==> src/bpoc_pkg.sv <==
// Shared constants, register codes and types for the bit pattern occurrence counter.
package bpoc_pkg;

   localparam int BYTE_W              = 8;
   localparam int WINDOW_BITS         = 32;
   localparam int MAX_PATTERN_BITS_DEF = 32;
   localparam int LEN_W               = 6;
   localparam int COUNT_W             = 4;
   localparam int TOTAL_W             = 32;
   localparam int CSR_DATA_W          = 32;
   localparam int CSR_IDX_W           = 1;

   localparam logic [CSR_IDX_W-1:0] CSR_PATTERN_BITS = 1'd0;
   localparam logic [CSR_IDX_W-1:0] CSR_PATTERN_LEN  = 1'd1;

   localparam logic [BYTE_W-1:0] BYTE_MSB = 8'h80;

   // Per-cell control: shift the chain by one byte, and drop what the
   // neighbor hands over (start of a new stream).
   typedef struct packed {
      logic advance;
      logic kill;
   } cell_ctrl_type;

endpackage

==> src/bpoc_cell.sv <==
// One byte cell of the history chain: holds a byte and its valid flag.
module bpoc_cell (
   input  logic                         clock,
   input  logic                         reset,
   input  bpoc_pkg::cell_ctrl_type      ctrl,
   input  logic [bpoc_pkg::BYTE_W-1:0]  d_in,
   input  logic                         v_in,
   output logic [bpoc_pkg::BYTE_W-1:0]  q,
   output logic                         v
);
   import bpoc_pkg::*;

   logic [BYTE_W-1:0] byte_ff;
   logic [BYTE_W-1:0] byte_in;
   logic              valid_ff;
   logic              valid_in;

   always_comb begin
      byte_in  = byte_ff;
      valid_in = valid_ff;
      if (ctrl.advance) begin
         byte_in  = d_in;
         valid_in = v_in & ~ctrl.kill;
      end
   end

   always_ff @(posedge clock) begin
      if (reset) begin
         valid_ff <= 1'b0;
      end else begin
         valid_ff <= valid_in;
      end
   end

   always_ff @(posedge clock) begin
      byte_ff <= byte_in;
   end

   assign q = byte_ff;
   assign v = valid_ff;

endmodule

==> src/bpoc_match.sv <==
// Compares the pattern against the eight windows that end in the new byte.
module bpoc_match #(
   parameter int CAP       = bpoc_pkg::WINDOW_BITS,
   parameter int NUM_CELLS = 4
) (
   input  logic [bpoc_pkg::BYTE_W-1:0]           data_byte,
   input  logic [bpoc_pkg::BYTE_W*NUM_CELLS-1:0] hist,
   input  logic [NUM_CELLS-1:0]                  hist_real,
   input  logic [CAP-1:0]                        pattern,
   input  logic [CAP-1:0]                        mask,
   input  logic [bpoc_pkg::LEN_W-1:0]            eff_len,
   output logic [bpoc_pkg::BYTE_W-1:0]           flags
);
   import bpoc_pkg::*;

   localparam int W_BITS = BYTE_W * NUM_CELLS + BYTE_W;
   localparam int IDX_W  = $clog2(W_BITS);
   localparam int POS_W  = LEN_W + 1;

   logic [W_BITS-1:0] window;
   logic [W_BITS-1:0] real_bits;
   logic [POS_W-1:0]  pos [BYTE_W];

   assign window = {hist, data_byte};

   always_comb begin
      real_bits = '0;
      real_bits[BYTE_W-1:0] = '1;
      for (int c = 0; c < NUM_CELLS; c++) begin
         real_bits[BYTE_W*(c+1) +: BYTE_W] = {BYTE_W{hist_real[c]}};
      end
   end

   // Offset k is the window ending k bits before the byte's last bit.
   // The oldest compared bit sits eff_len-1 places further back and must be real.
   always_comb begin
      for (int k = 0; k < BYTE_W; k++) begin
         pos[k]   = POS_W'(k) + POS_W'(eff_len) - POS_W'(1);
         flags[k] = (((window[k +: CAP] ^ pattern) & mask) == '0)
                    && real_bits[pos[k][IDX_W-1:0]];
      end
   end

endmodule

==> src/bit_pattern_occurrence_counter_core.sv <==
// Top level of the bit pattern occurrence counter: cell chain, match stage, total stage.
//
//   Channel | Direction | Handshake             | Payload
//   req     | in        | req_valid / req_ready | req_data_byte, req_start_req
//   rsp     | out       | rsp_valid / rsp_ready | rsp_matches_in_byte, rsp_match_total
//   csr     | in        | csr_valid / csr_ready | csr_index, csr_wdata
//
// One byte per clock while rsp_ready keeps up; a result passes the match register, then the result register.
// The byte cells shift at accept; match flags are registered, then counted and added
// to the saturating total in the result register.
// Synchronous reset clears the chain's valid flags, the total and both stage valids;
// pattern resets to zero and length to one. csr_ready is always high.
// A held result stalls only when the match stage is also full.
module bit_pattern_occurrence_counter_core #(
   parameter int MAX_PATTERN_BITS = bpoc_pkg::MAX_PATTERN_BITS_DEF
) (
   input  logic                               clock,
   input  logic                               reset,
   input  logic                               req_valid,
   output logic                               req_ready,
   input  logic [bpoc_pkg::BYTE_W-1:0]        req_data_byte,
   input  logic                               req_start_req,
   output logic                               rsp_valid,
   input  logic                               rsp_ready,
   output logic [bpoc_pkg::COUNT_W-1:0]       rsp_matches_in_byte,
   output logic [bpoc_pkg::TOTAL_W-1:0]       rsp_match_total,
   input  logic                               csr_valid,
   output logic                               csr_ready,
   input  logic [bpoc_pkg::CSR_IDX_W-1:0]     csr_index,
   input  logic [bpoc_pkg::CSR_DATA_W-1:0]    csr_wdata
);
   import bpoc_pkg::*;

   localparam int CAP       = (MAX_PATTERN_BITS < WINDOW_BITS) ? MAX_PATTERN_BITS
                                                               : WINDOW_BITS;
   localparam int NUM_CELLS = (CAP - 1 + BYTE_W - 1) / BYTE_W;
   localparam int HIST_W    = BYTE_W * NUM_CELLS;

   // ---------------- configuration ----------------
   logic [CAP-1:0]   pattern_ff, pattern_in;
   logic [CAP-1:0]   mask_ff, mask_in;
   logic [LEN_W-1:0] len_ff, len_in;
   logic [LEN_W-1:0] wr_len;

   assign csr_ready = 1'b1;

   always_comb begin
      wr_len = csr_wdata[LEN_W-1:0];
      if (wr_len == '0) begin
         wr_len = LEN_W'(1);
      end else if (wr_len > LEN_W'(CAP)) begin
         wr_len = LEN_W'(CAP);
      end
   end

   always_comb begin
      pattern_in = pattern_ff;
      mask_in    = mask_ff;
      len_in     = len_ff;
      if (csr_valid) begin
         unique case (csr_index)
            CSR_PATTERN_BITS: begin
               pattern_in = csr_wdata[CAP-1:0];
            end
            CSR_PATTERN_LEN: begin
               len_in = wr_len;
               for (int i = 0; i < CAP; i++) begin
                  mask_in[i] = (LEN_W'(i) < wr_len);
               end
            end
            default: begin
               len_in = len_ff;
            end
         endcase
      end
   end

   always_ff @(posedge clock) begin
      if (reset) begin
         pattern_ff <= '0;
         mask_ff    <= CAP'(1);
         len_ff     <= LEN_W'(1);
      end else begin
         pattern_ff <= pattern_in;
         mask_ff    <= mask_in;
         len_ff     <= len_in;
      end
   end

   // ---------------- handshake ----------------
   logic s1_valid_ff, s1_valid_in;
   logic out_valid_ff, out_valid_in;
   logic out_adv, s1_adv, accept;

   assign out_adv   = ~out_valid_ff | rsp_ready;
   assign s1_adv    = ~s1_valid_ff | out_adv;
   assign req_ready = s1_adv;
   assign accept    = req_valid & req_ready;

   // ---------------- cell chain ----------------
   logic [BYTE_W-1:0]    cell_q [NUM_CELLS];
   logic [NUM_CELLS-1:0] cell_v;
   logic [HIST_W-1:0]    hist;
   logic [NUM_CELLS-1:0] hist_real;

   for (genvar c = 0; c < NUM_CELLS; c++) begin : g_cell
      cell_ctrl_type    ctrl;
      logic [BYTE_W-1:0] d_in;
      logic              v_in;

      if (c == 0) begin : g_head
         assign d_in      = req_data_byte;
         assign v_in      = 1'b1;
         assign ctrl.kill = 1'b0;
      end else begin : g_body
         assign d_in      = cell_q[c-1];
         assign v_in      = cell_v[c-1];
         assign ctrl.kill = req_start_req;
      end
      assign ctrl.advance = accept;

      bpoc_cell u_cell (
         .clock (clock),
         .reset (reset),
         .ctrl  (ctrl),
         .d_in  (d_in),
         .v_in  (v_in),
         .q     (cell_q[c]),
         .v     (cell_v[c])
      );

      assign hist[BYTE_W*c +: BYTE_W] = cell_q[c];
      // drop history for a byte that starts a new stream
      assign hist_real[c] = cell_v[c] & ~req_start_req;
   end

   // ---------------- match stage ----------------
   logic [BYTE_W-1:0] flags;
   logic [BYTE_W-1:0] flags_ff, flags_in;
   logic              start_ff, start_in;

   bpoc_match #(
      .CAP       (CAP),
      .NUM_CELLS (NUM_CELLS)
   ) u_match (
      .data_byte (req_data_byte),
      .hist      (hist),
      .hist_real (hist_real),
      .pattern   (pattern_ff),
      .mask      (mask_ff),
      .eff_len   (len_ff),
      .flags     (flags)
   );

   always_comb begin
      s1_valid_in = s1_valid_ff;
      flags_in    = flags_ff;
      start_in    = start_ff;
      if (s1_adv) begin
         s1_valid_in = req_valid;
         flags_in    = flags;
         start_in    = req_start_req;
      end
   end

   // ---------------- total stage ----------------
   logic [COUNT_W-1:0] count;
   logic [TOTAL_W:0]   sum;
   logic [TOTAL_W-1:0] base;
   logic [COUNT_W-1:0] count_ff, count_in;
   logic [TOTAL_W-1:0] total_ff, total_in;

   always_comb begin
      count = '0;
      for (int i = 0; i < BYTE_W; i++) begin
         count = count + COUNT_W'(flags_ff[i]);
      end
      base = start_ff ? '0 : total_ff;
      sum  = {1'b0, base} + (TOTAL_W + 1)'(count);
   end

   always_comb begin
      out_valid_in = out_valid_ff;
      count_in     = count_ff;
      total_in     = total_ff;
      if (out_adv) begin
         out_valid_in = s1_valid_ff;
         if (s1_valid_ff) begin
            count_in = count;
            // hold at all ones once the total overflows
            total_in = sum[TOTAL_W] ? '1 : sum[TOTAL_W-1:0];
         end
      end
   end

   always_ff @(posedge clock) begin
      if (reset) begin
         s1_valid_ff  <= 1'b0;
         out_valid_ff <= 1'b0;
         total_ff     <= '0;
      end else begin
         s1_valid_ff  <= s1_valid_in;
         out_valid_ff <= out_valid_in;
         total_ff     <= total_in;
      end
   end

   always_ff @(posedge clock) begin
      flags_ff <= flags_in;
      start_ff <= start_in;
      count_ff <= count_in;
   end

   assign rsp_valid           = out_valid_ff;
   assign rsp_matches_in_byte = count_ff;
   assign rsp_match_total     = total_ff;

endmodule

==> config.mk <==
export PLATFORM = sky130hd
export DESIGN_NAME = bit_pattern_occurrence_counter_core
export DESIGN_NICKNAME = d
export VERILOG_FILES = /design/src/bpoc_pkg.sv /design/src/bpoc_cell.sv /design/src/bpoc_match.sv /design/src/bit_pattern_occurrence_counter_core.sv
export SDC_FILE = /design/constraint.sdc
export NUM_CORES = 1
export LEC_CHECK = 0
export ABC_CLOCK_PERIOD_IN_PS = 10400
export BUFFER_PORTS_ARGS = -buffer_cell sky130_fd_sc_hd__clkbuf_2
export CAP_MARGIN = 20
export CORE_ASPECT_RATIO = 0.7
export CORE_MARGIN = 5
export CORE_UTILIZATION = 60
export DETAILED_ROUTE_END_ITERATION = 6
export GPL_ROUTABILITY_DRIVEN = 1
export PLACE_DENSITY = 0.8
export SKIP_LAST_GASP = 1
export SLEW_MARGIN = 40
export SYNTH_ARGS = -nofsm -noshare
export SYNTH_HDL_FRONTEND = slang
export SYNTH_HIERARCHICAL = 1
export SYNTH_SLANG_ARGS = --single-unit
==> constraint.sdc <==
create_clock -name clock -period 10.4 [get_ports clock]
set_input_delay 1.56 -clock clock [delete_from_list [all_inputs] [get_ports clock]]
set_output_delay 1.56 -clock clock [all_outputs]
set_load 0.1 [all_outputs]
==> metrics, run 1 <==
placed insts=roughly 1500; worst hold slack=484 ps; die area=~22000 um2; buffers plus inverters on the worst setup path=2; GPL Wtd Cong=1.09; post-DR wirelength/cell=between 20 and 30 um; setup bufs post-CTS=0; RSZ-0062 raised after global routing=false; row count=42; startpoint class of the critical path=register; initial antenna violation count=0; DRC Markers=0; Final Power=1680 uW; Cells after Synth=about 1300; worst path cell trace=inv_1 -> fa_1 -> fa_1 -> fa_1 -> inv_1 -> ha_1 -> fa_1 -> fa_1 -> a21o_1 -> o21ai_2 -> nor3_4 -> a21oi_2 -> a211oi_1; Largest delay share family, worst path=adder cells; Post-CTS Hold Buffers=0; CTS root buffer=clkbuf_16; area grow syn2layout=5.38%; setup_tns=0 ps; ANT nets after route=0; gr usage total=0.372; Worst VDD drop=0.0000997 V; initial drt markers=2106; status=finished, final reports clean; fin crit period=4870 ps; first-pass GRT wire length=61900 um; CTS tree=built; YS warnings=6; clk buf depth=2; drt total wl=41900 um; Most common cell on crit path=fa_1; slew margin rel.=0.370; mean number of vias per cell=between 7 and 8; CP Data Required Time=10700 ps; PD cells=141 nW/um2; CP peak stage delay=around 590 ps; Arr. time, crit path=around 5200 ps; largest net degree at the start of global routing=99; # clock sinks=between 150 and 200; via count=around 11000; Final #Nets=around 1300; Final HPWL DP=28400 um; First-pass DRT Iterations=6; Die Y=about 120 um; post-route non-filler standard cell count=1538; Worst Path Class, Setup=reg -> reg; cell area after layout=11900 um2; Setup crit end kind=register; Syn Area/Cell=~8.6 um2; Mapped Area=~11000 um2; Tightest Pin Transition=944 ps; skew final=about 11 ps; Die Wd=between 150 and 200 um; Post-DP Area=11300 um2; Lkg Pwr=approximately 0.0050 uW; Core ar.=18700 um2; # diodes=0; total grt overflow=0; clock slew at reported path FFs=about 60 ps; Finish-stage setup viols=0; # IOs=86; Num CTS Buffers=17; Hold Violations, Final=0; port bufs=84; Slew Limit Fails=0; max-cap violation count=0; worst-path cell with the longest stage delay=a21oi_2; CTS resizes=0; Starting Density=0.604; CP max FO=12; Tcrit/Tclk final=0.468; vias in the first global route=9750; Hold WC Path Type=reg -> reg; Fmax=just over 0.2 GHz; layout cell share with drive strength beyond 1=0.120; H-tree Lvls=4; Worst-Skew Late Latency=450 ps
==> worst min-delay path, stage by stage (launching register included) <==
cell and delay [ps]:
dfxtp_1 310, nand2b_1 80, a21oi_2 50
==> final timing paths <==
kind | startpoint | to | slack (ps) | cells after the start
max | flags_ff[0]$_DFFE_PN_ | rsp_match_total[0]$_SDFFE_PP0P_ | 5530 | 13
min | g_cell[3].u_cell/v$_SDFFE_PP0P_ | g_cell[3].u_cell/v$_SDFFE_PP0P_ | 480 | 2
max reg2reg | flags_ff[0]$_DFFE_PN_ | rsp_match_total[0]$_SDFFE_PP0P_ | 5530 | 13
min reg2reg | g_cell[3].u_cell/v$_SDFFE_PP0P_ | g_cell[3].u_cell/v$_SDFFE_PP0P_ | 480 | 2
==> metal layers <==
metal | share of wire | GRT usage
met1 | 0.42 | 0.544
met2 | 0.38 | 0.477
met4 | 0.039 | 0.127
met5 | 0.0016 | 0.0255
met3 | 0.17 | 0.164
==> layout by cell type (no fill, tap or decap), types with 4 or more instances in the layout <==
cell       count
inv_6          6
inv_1         31
edfxtp_1      44
nor4_1         9
clkbuf_16     17
xor2_1       264
a21oi_2        5
a31oi_1       25
xnor2_1       12
nand4_1       42
a22o_1        12
o21ai_0       27
o32ai_1        5
nand2_1      112
a211o_1        4
nor3b_1        6
nand3b_1       9
nand2b_1      12
a311oi_1       4
o211ai_1       5
a22oi_1      105
a211oi_1      15
mux2i_1        9
or4_1          5
nand3_1       22
clkbuf_2      83
nor3_1        18
and2_1         4
dfxtp_1      107
buf_4         10
nor2_1        53
a221oi_1      13
nor2b_1       16
or3_1          5
ha_1          11
a21oi_1       90
fa_1           5
==> cell type report <==
cell class,count,area [um2]
sequential,151,3460
tap,242,303
clock inverter,14,153
inverter,32,120
timing repair buffer,94,502
fill,1607,6800
clock buffer,18,439
multi-input combinational,987,6930
==> stage by stage <==
stage | setup slack [ps] | util
CTS | 5560 | 0.637
global placement | 5690 | 0.604
floorplan | 6240 | -
detailed placement | 5580 | 0.605
global route | 5320 | 0.637
finish | 5530 | 0.637
==> state kept, by name (all words and copies together) (netlist names), 4 cells and up <==
register,cells
rsp_match_total,32
pattern_ff,32
flags_ff,8
g_cell.u_cell/v,4
mask_ff,32
g_cell.u_cell/q,31
len_ff,5
rsp_matches_in_byte,4
==> where the power goes <==
group	internal, uW	leakage [uW]	switching, uW
clock network	346	0.000293	299
logic	110	0.00335	176
registers	635	0.00132	109
Power figures use the tool's default switching activity.
==> inputs of run 2 (changes only) <==
ABC_CLOCK_PERIOD_IN_PS = 4300   (was 10400)
CORE_UTILIZATION = 56   (was 60)
PLACE_DENSITY = 0.78   (was 0.8)
clock period = 4.3 ns   (was 10.4 ns; I/O delays follow)
==> run 2 against run 1 <==
Compared with the run above: via count increased by 1.4%; non-clock buffer count is 28 higher; flip-flop and latch count stayed put; die area increased by 6.6%; wire length up 4.5%; largest cell class unchanged; core utilization shrank 1.7 points; cell area up 3.2%; power rose by 140%; critical path depth up 3; clock skew shrank 1.6 ps; setup slack worse by 5500 ps; fmax grew 14%.
==> metrics, run 2 (same netlist as run 1, synthesis figures left out) <==
Final #Nets=1374; startpoint class of the critical path=register; clk buf depth=2; Worst-Skew Late Latency=440 ps; drt total wl=between 40000 and 50000 um; CP max FO=6; ANT nets after route=0; final core occ=0.619; Fmax=~0.23 GHz; commonest cells after routing, fill and taps aside=xor2_1, nand2_1, dfxtp_1; Slew Limit Fails=0; total grt overflow=0; status=finished, final reports clean; internal power=2710 uW; Num CTS Buffers=17; Final Power=4060 uW; Worst Reg-to-Reg Cells=16; post-DR wirelength/cell=approximately 27 um; Hold Violations, Final=0; first-pass GRT wire length=around 63000 um; r2r endpoint=rsp_match_total[9]$_SDFFE_PP0P_; layout cell share with drive strength beyond 1=0.149; Switching Fraction=0.333; mean number of vias per cell=6.91; Setup crit end kind=register; Combinational Power Share=0.176; Tcrit/Tclk final=0.996; GPL Wtd Cong=1.09; port bufs=84; NetSw=1350 uW; CTS root buffer=clkbuf_16; Tightest Pin Transition=878 ps; reg-to-reg slack, setup=20 ps; clock power share=0.380; Arr. time, crit path=4570 ps; Core ar.=19900 um2; area grow syn2layout=8.79%; Starting Density=0.569; initial antenna violation count=1; largest net degree at the start of global routing=57; die area=23200 um2; multi-input logic area=7020 um2; worst hold endpoint=g_cell[0].u_cell/q[0]$_DFFE_PP_; Final HPWL DP=29800 um; Die Wd=180 um; slew margin rel.=0.414; CTS tree=built; Hold WC Path Type=in -> reg; layer with the highest usage=met1; M1 GR Usage=0.518; sequential power share=0.443; register area=approximately 3500 um2; via count=11000; commonest non-fill, non-tap cell in the layout=xor2_1; # fillers=1679; H-tree Lvls=4; DRC Markers=0; # IOs=86; GR Util met2=0.467; clock slew at reported path FFs=70 ps; vias in the first global route=9709; # diodes=0; RSZ-0062 raised after global routing=true; # clock sinks=between 150 and 200; CP Data Required Time=4590 ps; max-cap violation count=0; beginning of the worst hold path=req_data_byte[0]; initial drt markers=2135; gr usage total=0.360; Finish-stage setup viols=0; Lkg Pwr=between 0.005 and 0.006 uW; met3 usage=0.166; Post-DP Area=11500 um2; skew final=9.38 ps; Worst Path Class, Setup=reg -> reg; First-pass DRT Iterations=7; worst hold path stage count=1; Worst VDD drop=around 0.00026 V; Die Y=approximately 130 um; row count=43; fin crit period=4280 ps; Critical R2R Launch=flags_ff[1]$_DFFE_PN_; PD cells=around 330 nW/um2; cell area after layout=12300 um2
run 2: cell count changes in the layout (fill, tap and decap cells not counted), sizes merged:
cell	previous run	this run
clkbuf	101	105
clkinvlp	0	2
buf	11	38
clkinv	5	3
inv	40	36
run 2: critical path: stages (launching register included):
cell and delay, ps:
edfxtp_1 380, inv_1 100, fa_1 440, fa_1 460
fa_1 510, inv_2 40, ha_4 160, fa_2 430
xor2_4 180, ha_4 290, nand4_1 130, o32ai_2 160
buf_4 210, buf_12 120, mux2_2 320, o211ai_1 90
a31oi_1 120
run 2: stage by stage:
step           hold WS [ps]  worst slack (ps)  setup TNS, ps  instances
2_1_floorplan           414               136              0       1321
6_report                409              16.5              0       1593
5_1_grt                 397              -144          -1420       1593
3_5_place_dp            456             -86.2           -881       1556
3_3_place_gp            447              25.3              0       1556
4_1_cts                 396             -3.29          -4.11       1588
run 2: timing repair:
action,in CTS,in global routing
endpoints found under the setup margin,18,29
pin swaps,3,8
hold buffers,0,0
gates resized for setup,6,19
hold endpoints to repair,0,0
cloned,0,1
setup buffers,1,3
run 2: worst max path at each step:
stage	from	end	slack [ps]	cells past startpoint
3_5_place_dp	flags_ff[1]$_DFFE_PN_	rsp_match_total[0]$_SDFFE_PP0P_	-90	15
3_3_place_gp	flags_ff[0]$_DFFE_PN_	rsp_match_total[1]$_SDFFE_PP0P_	30	15
2_1_floorplan	flags_ff[0]$_DFFE_PN_	rsp_match_total[24]$_SDFFE_PP0P_	140	14
4_1_cts	flags_ff[1]$_DFFE_PN_	rsp_match_total[17]$_SDFFE_PP0P_	-3	15
5_1_grt	flags_ff[1]$_DFFE_PN_	rsp_match_total[9]$_SDFFE_PP0P_	-140	16
6_report	flags_ff[1]$_DFFE_PN_	rsp_match_total[9]$_SDFFE_PP0P_	20	16
run 2: power by group through the flow:
| stage | sequential (uW) | combinational, uW | clock, uW |
|---|---|---|---|
| final | 1800 | 716 | 1540 |
| after global routing | 1790 | 762 | 1620 |
| after CTS | 1770 | 675 | 1550 |
| after detailed placement | 1800 | 669 | 0 |
| after global placement | 1800 | 655 | 0 |
| after floorplan | 1650 | 586 | 0 |
run 2: per-layer routing:
layer	routed length [um]	vias up
met5	20	-
met4	1650	2
met3	7130	168
met2	16500	931
met1	18400	5244
li1	-	4662
run 2: final cells by class:
cell class | instances | area share
flip-flops and latches | 151 | 0.282
inverters | 32 | 0.00977
clock buffers | 21 | 0.0401
clock inverters | 10 | 0.00855
repair buffers | 122 | 0.0613
multi-input cells | 987 | 0.571
well taps | 270 | 0.0275
==> inputs of run 3 (changes only) <==
SYNTH_HIERARCHICAL = default   (was 1)
==> run 3 against run 2 <==
Compared with the run above: critical path depth unchanged; area after synthesis down 2.3%; clock skew down 1.0 ps; final cell count up 0.50%; synthesized cell count up 0.83%; worst hold slack better by 9.1 ps; clock power down 7%; via count down 0.98%; power down 2.8%; die area down 2.1%; largest cell class unchanged.
==> metrics, run 3 <==
Hold WC Path Type=in -> reg; first-pass GRT wire length=60200 um; ys async rst share=0; Setup crit start=flags_ff[0]$_DFFE_PN_; worst hold slack=418 ps; Seq cells post-synth=151; # clock sinks=151; sequential area share after synthesis=0.314; worst-path cell with the longest stage delay=fa_1; buffers plus inverters on the worst setup path=4; CP max FO=4; mean number of vias per cell=6.81; CP Data Required Time=4670 ps; port bufs=84; First-pass DRT Iterations=6; Slew Limit Fails=0; Post-synth EDFFs=44; worst path cell trace=inv_2 -> fa_1 -> fa_1 -> fa_1 -> inv_1 -> ha_2 -> fa_2 -> xor2_2 -> ha_1 -> buf_6 -> nand4b_1 -> o22ai_1 -> buf_4 -> nand4_1 -> or4_4 -> a41oi_2; Worst path depth=16; H-tree Lvls=4; via count=10900; area grow syn2layout=10.4%; commonest non-fill, non-tap cell in the layout=xor2_1; status=finished, final reports clean; Arr. time, crit path=4640 ps; RSZ-0062 raised after global routing=true; gr usage total=0.351; Fmax=~0.23 GHz; initial drt markers=2094; slew margin rel.=0.358; largest area contributor in the netlist=xor2_1; Worst VDD drop=0.000253 V; reg-to-reg slack, setup=between 20 and 30 ps; Mapped Area=11000 um2; Worst Reg-to-Reg Cells=16; Worst Path Class, Setup=reg -> reg; row count=43; largest net degree at the start of global routing=69; initial antenna violation count=1; synth cell count leaders=xor2_1, nand2_1, clkbuf_1, a22oi_1, dfxtp_1; die area=22700 um2; DRC Markers=0; PD cells=324 nW/um2; commonest cells after routing, fill and taps aside=xor2_1, nand2_1, a22oi_1; # diodes=0; top-area cell type share of the netlist area=0.213; synth unique cells=73; Die Wd=178 um; Critical R2R Launch=flags_ff[0]$_DFFE_PN_; setup_tns=0 ps; final core occ=0.623; CP peak stage delay=540 ps; Final HPWL DP=27800 um; Worst-Skew Late Latency=approximately 440 ps; Starting Density=0.564; Num CTS Buffers=17; Tcrit/Tclk final=0.993; clk buf depth=2; startpoint class of the critical path=register; vias in the first global route=9681; Finish-stage setup viols=0; ANT nets after route=0; Die Y=between 100 and 150 um; Cells after Synth=roughly 1300; layout cell share with drive strength beyond 1=0.155; Largest delay share family, worst path=adder cells; drt total wl=40500 um; Hold Violations, Final=0; clock slew at reported path FFs=60 ps; Syn Nets=1393; total grt overflow=0; CP Capture Point=rsp_match_total[17]$_SDFFE_PP0P_; top_reg_cell synth=dfxtp_1; CTS tree=built; r2r endpoint=rsp_match_total[17]$_SDFFE_PP0P_; most area-consuming cells after synthesis=xor2_1, dfxtp_1, edfxtp_1, a22oi_1, nand2_1; Final #Nets=1381; Setup crit end kind=register; max-cap violation count=0; YS warnings=0; GPL Wtd Cong=1.08; most numerous cell in the Yosys netlist=xor2_1; beginning of the worst hold path=req_data_byte[0]; Most common cell on crit path=fa_1; Core ar.=between 15000 and 20000 um2; fin crit period=4270 ps; Lkg Pwr=around 0.0052 uW; skew final=8.36 ps; # IOs=86; # fillers=between 1500 and 2000; Syn Area/Cell=8.30 um2; post-DR wirelength/cell=between 20 and 30 um; Tightest Pin Transition=954 ps; CTS root buffer=clkbuf_16
## run 3: cell count changes in the layout (fill, tap and decap cells not counted), moves of 6 or more
cell      delta
o21ai_0     +16
and3_1      +13
a211oi_1    -12
a22oi_1     +11
a211oi_2     +9
inv_1        -9
nand2_1      +8
a21oi_2      -6
a22o_1       -6
nand3b_1     -6
nor3_1       +6
## run 3: how the worst min path moves through the flow
| stage | slack, ps | cells past startpoint | end |
|---|---|---|---|
| final | 420 | 1 | g_cell[0].u_cell.q[0]$_DFFE_PP_ |
| after floorplan | 420 | 0 | g_cell[1].u_cell.q[0]$_DFFE_PP_ |
| after global placement | 450 | 2 | mask_ff[31]$_SDFFE_PP0P_ |
| after detailed placement | 450 | 2 | mask_ff[31]$_SDFFE_PP0P_ |
| after global routing | 420 | 3 | pattern_ff[11]$_SDFFE_PP0P_ |
| after CTS | 410 | 1 | g_cell[0].u_cell.q[0]$_DFFE_PP_ |
## run 3: kinds of logic after synthesis
kind of cell	synth area share
xor gates and xnor gates	0.221
and+or+nand+nor	0.170
buffers and inverters	0.0648
muxes	0.00918
AOI/OAI and AO/OA	0.201
other	0.000340
DFF	0.314
adders and majority gates	0.0204
## run 3: final cells by class
type	count	area [um2]	share of cell area
Clock inverter	10	65.1	0.00533
Multi-Input combinational cell	1001	7000	0.574
Sequential cell	151	3460	0.284
Clock buffer	21	482	0.0395
Inverter	24	90.1	0.00739
Tap cell	270	338	0.0277
Timing Repair Buffer	124	753	0.0618
## run 3: what timing repair did
item,CTS,global route
gates cloned,0,1
hold buffers,0,0
pin swaps,9,26
setup buffers,8,6
endpoints found under the setup margin,20,31
gates resized for setup,12,37
## run 3: through the flow
step                cells  total power, uW  cell area, um2  worst slack (ps)
floorplan            1331             2240           11000              85.9
global placement     1556             2480           11400             -47.4
detailed placement   1556             2490           11400              -131
CTS                  1595             3900           12000             -51.2
global route         1601             4060           12200              -139
finish               1601             3950           12200              28.7
## run 3: layer usage
| metal | GRT usage | wire length (um) | up-vias |
|---|---|---|---|
| li1 | - | - | 4695 |
| met1 | 0.521 | 16600 | 5141 |
| met2 | 0.465 | 15700 | 914 |
| met3 | 0.123 | 6520 | 149 |
| met4 | 0.126 | 1620 | 0 |
| met5 | 0 | 0 | - |
## run 3: worst reg2reg max path, stage by stage, from the launching register on
cell	delay (ps)
edfxtp_1	340
inv_2	40
fa_1	540
fa_1	430
fa_1	510
inv_1	40
ha_2	180
fa_2	350
xor2_2	170
ha_1	330
buf_6	110
nand4b_1	80
o22ai_1	170
buf_4	160
nand4_1	120
or4_4	460
a41oi_2	160
## run 3: power breakdown
| group | internal [uW] | switching, uW | total, uW |
|---|---|---|---|
| registers | 1540 | 254 | 1800 |
| logic | 277 | 448 | 725 |
| clock network | 799 | 628 | 1430 |
